==> src/rtl/wnws_pkg.sv <==
// Package for the windowed nearest waypoint search block.
// Holds table sizes, field widths, register codes and the pipeline tag type.
// No dependencies.
`default_nettype none

package wnws_pkg;

	localparam int MAX_WAYPOINTS = 1024;
	localparam int COORD_BITS    = 24;
	localparam int IDX_BITS      = $clog2(MAX_WAYPOINTS);
	localparam int DIST_BITS     = 2 * COORD_BITS + 1;
	localparam int PATH_W        = 11;
	localparam int SEARCH_W      = 9;
	localparam int CFG_IDX_W     = 4;
	localparam int CFG_DATA_W    = 11;

	localparam logic [PATH_W-1:0]    PATH_MAX       = PATH_W'(MAX_WAYPOINTS);
	localparam logic [SEARCH_W-1:0]  SEARCH_RESET   = SEARCH_W'(50);

	localparam logic [CFG_IDX_W-1:0] REG_PATH_LENGTH   = CFG_IDX_W'(0);
	localparam logic [CFG_IDX_W-1:0] REG_SEARCH_LENGTH = CFG_IDX_W'(1);

	localparam logic ACT_LOAD  = 1'b0;
	localparam logic ACT_QUERY = 1'b1;

	// Travels alongside a waypoint read through the distance pipeline
	typedef struct packed {
		logic                vld;
		logic [IDX_BITS-1:0] idx;
	} wnws_tag_t;

	typedef enum logic [1:0] {
		ST_IDLE,
		ST_SCAN,
		ST_DRAIN,
		ST_FINISH
	} wnws_state_t;

endpackage

`default_nettype wire

==> src/rtl/wnws_dist.sv <==
// Shared squared-distance unit: magnitude, square, sum, one register each.
// Accepts one waypoint a cycle. Depends on wnws_pkg.
`default_nettype none

module wnws_dist import wnws_pkg::*; (
	input  wire logic                         clk,
	input  wire logic                         arst_n,
	input  wire logic signed [COORD_BITS-1:0] qx,
	input  wire logic signed [COORD_BITS-1:0] qy,
	input  wire wnws_tag_t                    in_tag,
	input  wire logic signed [COORD_BITS-1:0] in_x,
	input  wire logic signed [COORD_BITS-1:0] in_y,
	output wnws_tag_t                         out_tag,
	output logic [DIST_BITS-1:0]              dist_sq,
	output logic                              busy
);

	logic signed [COORD_BITS:0] dx, dy;
	logic [COORD_BITS-1:0]      mag_x_s2, mag_y_s2;
	logic [2*COORD_BITS-1:0]    sq_x_s3, sq_y_s3;
	logic [DIST_BITS-1:0]       sum_s4;
	wnws_tag_t                  tag_s2, tag_s3, tag_s4;

	assign dx = {qx[COORD_BITS-1], qx} - {in_x[COORD_BITS-1], in_x};
	assign dy = {qy[COORD_BITS-1], qy} - {in_y[COORD_BITS-1], in_y};

	always_ff @(posedge clk) begin
		mag_x_s2 <= dx[COORD_BITS] ? COORD_BITS'(-dx) : dx[COORD_BITS-1:0];
		mag_y_s2 <= dy[COORD_BITS] ? COORD_BITS'(-dy) : dy[COORD_BITS-1:0];
		sq_x_s3  <= mag_x_s2 * mag_x_s2;
		sq_y_s3  <= mag_y_s2 * mag_y_s2;
		sum_s4   <= {1'b0, sq_x_s3} + {1'b0, sq_y_s3};
	end

	always_ff @(posedge clk or negedge arst_n) begin
		if (!arst_n) begin
			tag_s2 <= '0;
			tag_s3 <= '0;
			tag_s4 <= '0;
		end else begin
			tag_s2 <= in_tag;
			tag_s3 <= tag_s2;
			tag_s4 <= tag_s3;
		end
	end

	assign out_tag = tag_s4;
	assign dist_sq = sum_s4;
	assign busy    = tag_s2.vld | tag_s3.vld | tag_s4.vld;

endmodule

`default_nettype wire

==> config.mk <==
export PLATFORM = sky130hd
export DESIGN_NAME = wnws_dist
export DESIGN_NICKNAME = d
export VERILOG_FILES = /design/src/rtl/wnws_pkg.sv /design/src/rtl/wnws_dist.sv
export SDC_FILE = /design/constraint.sdc
export NUM_CORES = 2
export LEC_CHECK = 0
export ABC_AREA = 1
export BUFFER_PORTS_ARGS = -buffer_cell sky130_fd_sc_hd__buf_4
export CAP_MARGIN = 15
export CORE_MARGIN = 5
export CORE_UTILIZATION = 51
export CTS_CLUSTER_DIAMETER = 40
export DETAILED_ROUTE_END_ITERATION = 10
export GPL_ROUTABILITY_DRIVEN = 0
export GPL_TIMING_DRIVEN = 0
export PLACE_DENSITY = 0.73
export SYNTH_ARGS = -nofsm -noshare
export SYNTH_HDL_FRONTEND = slang
export SYNTH_SLANG_ARGS = --single-unit
==> constraint.sdc <==
create_clock -name clk -period 7.35 [get_ports clk]
set_clock_uncertainty 0.15 [all_clocks]
set_input_delay 0.735 -clock clk [delete_from_list [all_inputs] [get_ports clk]]
set_output_delay 0.735 -clock clk [all_outputs]
set_load 0.005 [all_outputs]
# --- Yosys cells after proc, flatten, opt, wreduce, memory -nomap -nowiden ---
# Index checks and enable logic that the tools add are counted.
classes:
  n_mul: 2
  bitwise_logic: 2
  mux: 2
  addsub: 5
op_table:
  columns: ["cell", "n"]
  rows:
  - ["24-bit by 24-bit multiplier with 48-bit output", 2]
  - ["24-bit by 24-bit subtractor with 25-bit output", 2]
  - ["48-bit by 48-bit adder with 49-bit output", 1]
  - ["24-bit 2-to-1 mux", 2]
  - ["24-bit negation", 2]
  - ["1-bit bitwise OR", 2]
totals:
  ff_bits: 226
  word_cells: 22
  out_inout_bits: 61
  inputBits: 109

# --- Longest topological paths before layout ---
depth:
  depth_word: 3
  mapped_depth: 31
  mapped_depth_nobuf: 30

# --- Worst setup path after synthesis ---
# Ideal clock, no wire load.
synth_path:
  path_kind: "register -> register"
  start: "register mag_x_s2[2]"
  end: "register sq_x_s3[28]"
  setup_slack_ps: 986
  t_arrival_ps: 6088
  stages_incl_launch_ff: 28
  setup_time_ps: 127
  period_less_slack_ps: 6364
  required_time_ps: 7073
  path_buffers: 1
  path_cell_list: "dfxtp_1 > clkbuf_1 > nand2_1 > fa_1 > inv_1 > fa_1 > inv_1 > fa_1 > inv_1 > fa_1 > inv_1 > fa_1 > inv_1 > fa_1 > inv_1 > fa_1 > inv_1 > ha_1 > nand2_1 > nor2_1 > inv_1 > nor2_1 > inv_1 > a21oi_1 > or2_2 > a21oi_1 > o21ai_0 > xor2_1"
synth_via:
  elab_chain_len: 1
synth_rtl:
  columns: ["element", "line", "rtl"]
  rows:
  - ["start, declared", "wnws_dist.sv:19", "logic [COORD_BITS-1:0] mag_x_s2, mag_y_s2;"]
  - ["start signal, assigned", "wnws_dist.sv:28", "mag_x_s2 <= dx[COORD_BITS] ? COORD_BITS'(-dx) : dx[COORD_BITS-1:0];"]
  - ["24-bit by 24-bit multiplier with 48-bit output", "wnws_dist.sv:30", "sq_x_s3 <= mag_x_s2 * mag_x_s2;"]
  - ["end signal, assigned", "wnws_dist.sv:30", null]
  - ["end, declared", "wnws_dist.sv:20", "logic [2*COORD_BITS-1:0] sq_x_s3, sq_y_s3;"]
# No other way between the ends.

# --- Final worst setup path ---
layout_path:
  start: "register mag_x_s2[23]"
  end: "register sq_x_s3[40]"
# The elaborated chain is that of the path after synthesis.

==> run summary <==
After routing the design area is 0.0505 mm². The first-pass GRT wire length is 207000 µm. The max-capacitance violation count was 0.

For the fraction of met3 tracks used by global routing, the log shows 0.0587. Yosys printed 0 warnings. The first detailed-routing pass ran for 6 iterations. The critical path class was reg -> reg. The core region is 0.0901 mm². The count of unresolved DRC violations after routing is 0. The CTS sink count was 224; the area overhead of the layout relative to synthesis was 8.92%. Fraction of synthesized cell area in xor and xnor cells: 0.0349.

The number of hold violations in the final report is 0. Summing all flip-flop and latch instances after layout gives 0.00471 mm². The maximum achievable frequency came out at 138 MHz.

The clock buffer count from CTS was 31; the routed wirelength normalized by instance count was 17.5 µm. STA puts the critical path data arrival time at 7.57 ns. The count of non-filler cells in the finished layout is 7383. The element type at the critical path end is a register.

The routed design could run at a clock period as short as 7.24 ns. Counting flops with a built-in enable in the synthesized netlist gives 0. Setup violations remaining at the end of the flow were counted as 0. The commonest cells after synthesis are inv_1, nand2_1, fa_1. The leading register cell type out of synthesis was dfxtp_1. The run gives 110 as the standard-cell row count. The most area-hungry cell type in the Yosys netlist is fa_1. The tools report the met1 demand-to-capacity share in global routing as 0.361.

Setup repair after global routing left no endpoint under its margin. The tools report the area of combinational cells with multiple inputs as 0.0345 mm². For the worst-case clock buffer depth, the log shows 3. Once placement completed, the tool counted placed cells totaling 7327. The HPWL after detailed placement is 110000 µm. The run gives 0.0970 mm² as the full die area. The width of the die was 312 µm. For the pin with the worst max-slew slack, the measured transition is 0.739 ns.

The worst setup path is launched from a register. For the worst-skew pair, the clock arrives at the later sink with an insertion delay of 0.62 ns. For the pin count of the biggest net entering global routing, the log shows 34. The fraction of the mapped netlist area in adder cells was 0.487; the cell area after synthesis was 0.0464 mm². TritonCTS built the clock tree.

The most frequent cell after synthesis is inv_1. The repair_antennas step left the layout with diodes totalling 0. Buffers placed on the I/O ports in this run total 169. The aggregate global-route resource usage was 0.267; the max-slew violation count was 0. The share of layout cells above drive strength 1 is 0.0698, and the buffers inserted during post-CTS setup optimization is 0. The utilization after layout is 0.560, and the clock transition at the register clock pins on the worst setup and hold paths after CTS is 0.07 ns. For the relative slew slack, the log shows 0.507.

Counting the fill cells in the layout gives 8224. The tools report the initial antenna violation count as 1. Number of DRC markers in iteration 0: 3315.

The largest fanout of any net on the critical path came out at 10. The fraction of registers with async set/reset works out to 0.147. The final period utilization came out at 0.985. Summing over every cut layer, the via total after detailed routing is 38400. The area share of the leading cell type in the synthesized netlist works out to 0.365. For this run the aggregate overflow at the end of global routing stands at 0.

After synthesis, the largest family of logic cells by area is adder cells. For the worst hold slack, the log shows 0.0670 ns. The number of nets still failing antenna checks after routing was 0. Counting distinct cell types in the post-synthesis netlist gives 51. The busiest metal layer after global routing is met2. After synthesis, the mean cell area works out to 7.75 µm². The multiplexer share of the synthesized area was 0; the effective utilization at floorplan was 0.514.

The run gives 0.432 as the fraction of met2 tracks used by global routing. The min-delay analysis places its worst path in the category in -> reg. Sorting the synthesized cells by area gives the leading types as fa_1, inv_1, ha_1.

For the number of global-route vias before repair, the log shows 39500. The detailed-route vias per instance is 5.20, and the fraction of the mapped netlist area in compound gates is 0.0499. The fraction of the yosys area taken by sequential cells was 0.100; the post-synthesis net count was 7390. The tools report the CTS root buffer as clkbuf_16. For this block, the routed nets add up to 129000 µm of wire. The number of flip-flops and latches in the synthesized netlist is 224, and the number of top-level pins is 170. Counting every instance in the synthesized netlist gives 5982.

The simple-gate portion of the synthesized area came out at 0.172. After the last flow step, the layout net total stands at 7590. Required time at the worst-slack endpoint: 7.69 ns.

After detailed placement, the total cell area comes to 0.0491 mm². The run gives 1 as the number of H-tree levels. The flow ran to the end, and the final reports show no timing, DRC or antenna violations.

In this run the vertical extent of the chip is 312 µm.
-- routing by layer --
metal	wire length [µm]	part of all wire
met3	13900	0.11
met4	4680	0.036
met5	0	0
met1	52500	0.41
met2	58100	0.45
-- kinds of logic after synthesis --
kind of cell / after synthesis
AND/OR/NAND/NOR: 1943
buffers and inverters: 1921
adder cells (fa/ha/maj): 1299
AO/OA/AOI/OAI: 411
flip-flops: 224
XOR/XNOR: 184
-- flip-flops by register name, summed over array words and instances, names as in the netlist --
register  flops
sq_y_s3      47
mag_x_s2     24
tag_s3       11
tag_s2       11
out_tag      11
sq_x_s3      47
mag_y_s2     24
dist_sq      49
-- stage by stage --
step / worst slack, ns / setup TNS, ns
final: 0.113 / 0
after floorplan: 0.986 / 0
after detailed placement: -0.636 / -7.25
after CTS: 0.00245 / 0
after global placement: -0.634 / -5.35
after global routing: 0.000766 / 0
-- cell usage in the layout (no fill, tap or decap), types with 16 or more instances in the layout --
cell type / netlist / routed
nand2_2: 21 / 21
nand4_1: 32 / 32
xor2_1: 119 / 118
xnor2_1: 64 / 64
o21bai_1: 21 / 21
clkbuf_4: 0 / 43
nor4_1: 23 / 22
nand3b_1: 16 / 16
o21ai_0: 103 / 103
dfxtp_2: 0 / 34
buf_2: 0 / 18
dfrtp_1: 33 / 33
ha_1: 454 / 454
nand2_1: 1339 / 1339
a21oi_1: 197 / 196
nor3_1: 24 / 24
dfxtp_1: 191 / 153
nand3_1: 145 / 145
clkbuf_2: 0 / 27
clkbuf_16: 0 / 32
a31oi_1: 34 / 34
buf_4: 1 / 175
fa_1: 845 / 845
nor2_1: 301 / 301
inv_1: 1807 / 1807
a21o_1: 25 / 25
-- worst max-delay path, cell delays in order, from the launching register on --
cell and delay, ns:
dfxtp_1 0.53, buf_1 0.61, nand2_1 0.19, fa_1 0.53, inv_1 0.05, fa_1 0.46, fa_1 0.57, fa_1 0.45
fa_1 0.46, fa_1 0.49, inv_1 0.05, fa_1 0.60, inv_1 0.07, ha_1 0.37, a21o_1 0.21, a31oi_1 0.37
o21ai_0 0.19, a221oi_1 0.52, nand3_1 0.13, nand2_1 0.09, nand2_1 0.04
-- area by class of cell --
cell class / count / area share
plain buffers: 101 / 0.0129
clock buffers: 41 / 0.0173
clock inverters: 17 / 0.00386
inverters: 1817 / 0.135
multi-input cells: 3837 / 0.683
flip-flops and latches: 224 / 0.0932
well taps: 1176 / 0.0291
repair buffers: 170 / 0.0253
-- what timing repair did --
item | in CTS | in global routing
endpoints found under the hold margin | 33 | 0
gates resized for setup | 87 | 196
endpoints found under the setup margin | 41 | 38
hold buffers | 1 | 0
-- path summary, 6_finish.rpt --
| check | end | from | slack, ns | cells past startpoint |
|---|---|---|---|---|
| min | tag_s2[7] | in_tag[7] | 0.07 | 1 |
| min in group asynchronous | tag_s3[5] | arst_n | 0.44 | 2 |
| max | sq_x_s3[40] | mag_x_s2[23] | 0.11 | 20 |
| max reg2reg | sq_x_s3[40] | mag_x_s2[23] | 0.11 | 20 |
| max in group asynchronous | out_tag[0] | arst_n | 6.33 | 2 |
| min reg2reg | tag_s3[9] | tag_s2[9] | 0.20 | 0 |
Power is not shown: default switching activity piles up to over one toggle a cycle in this logic, so the estimate is an artifact.
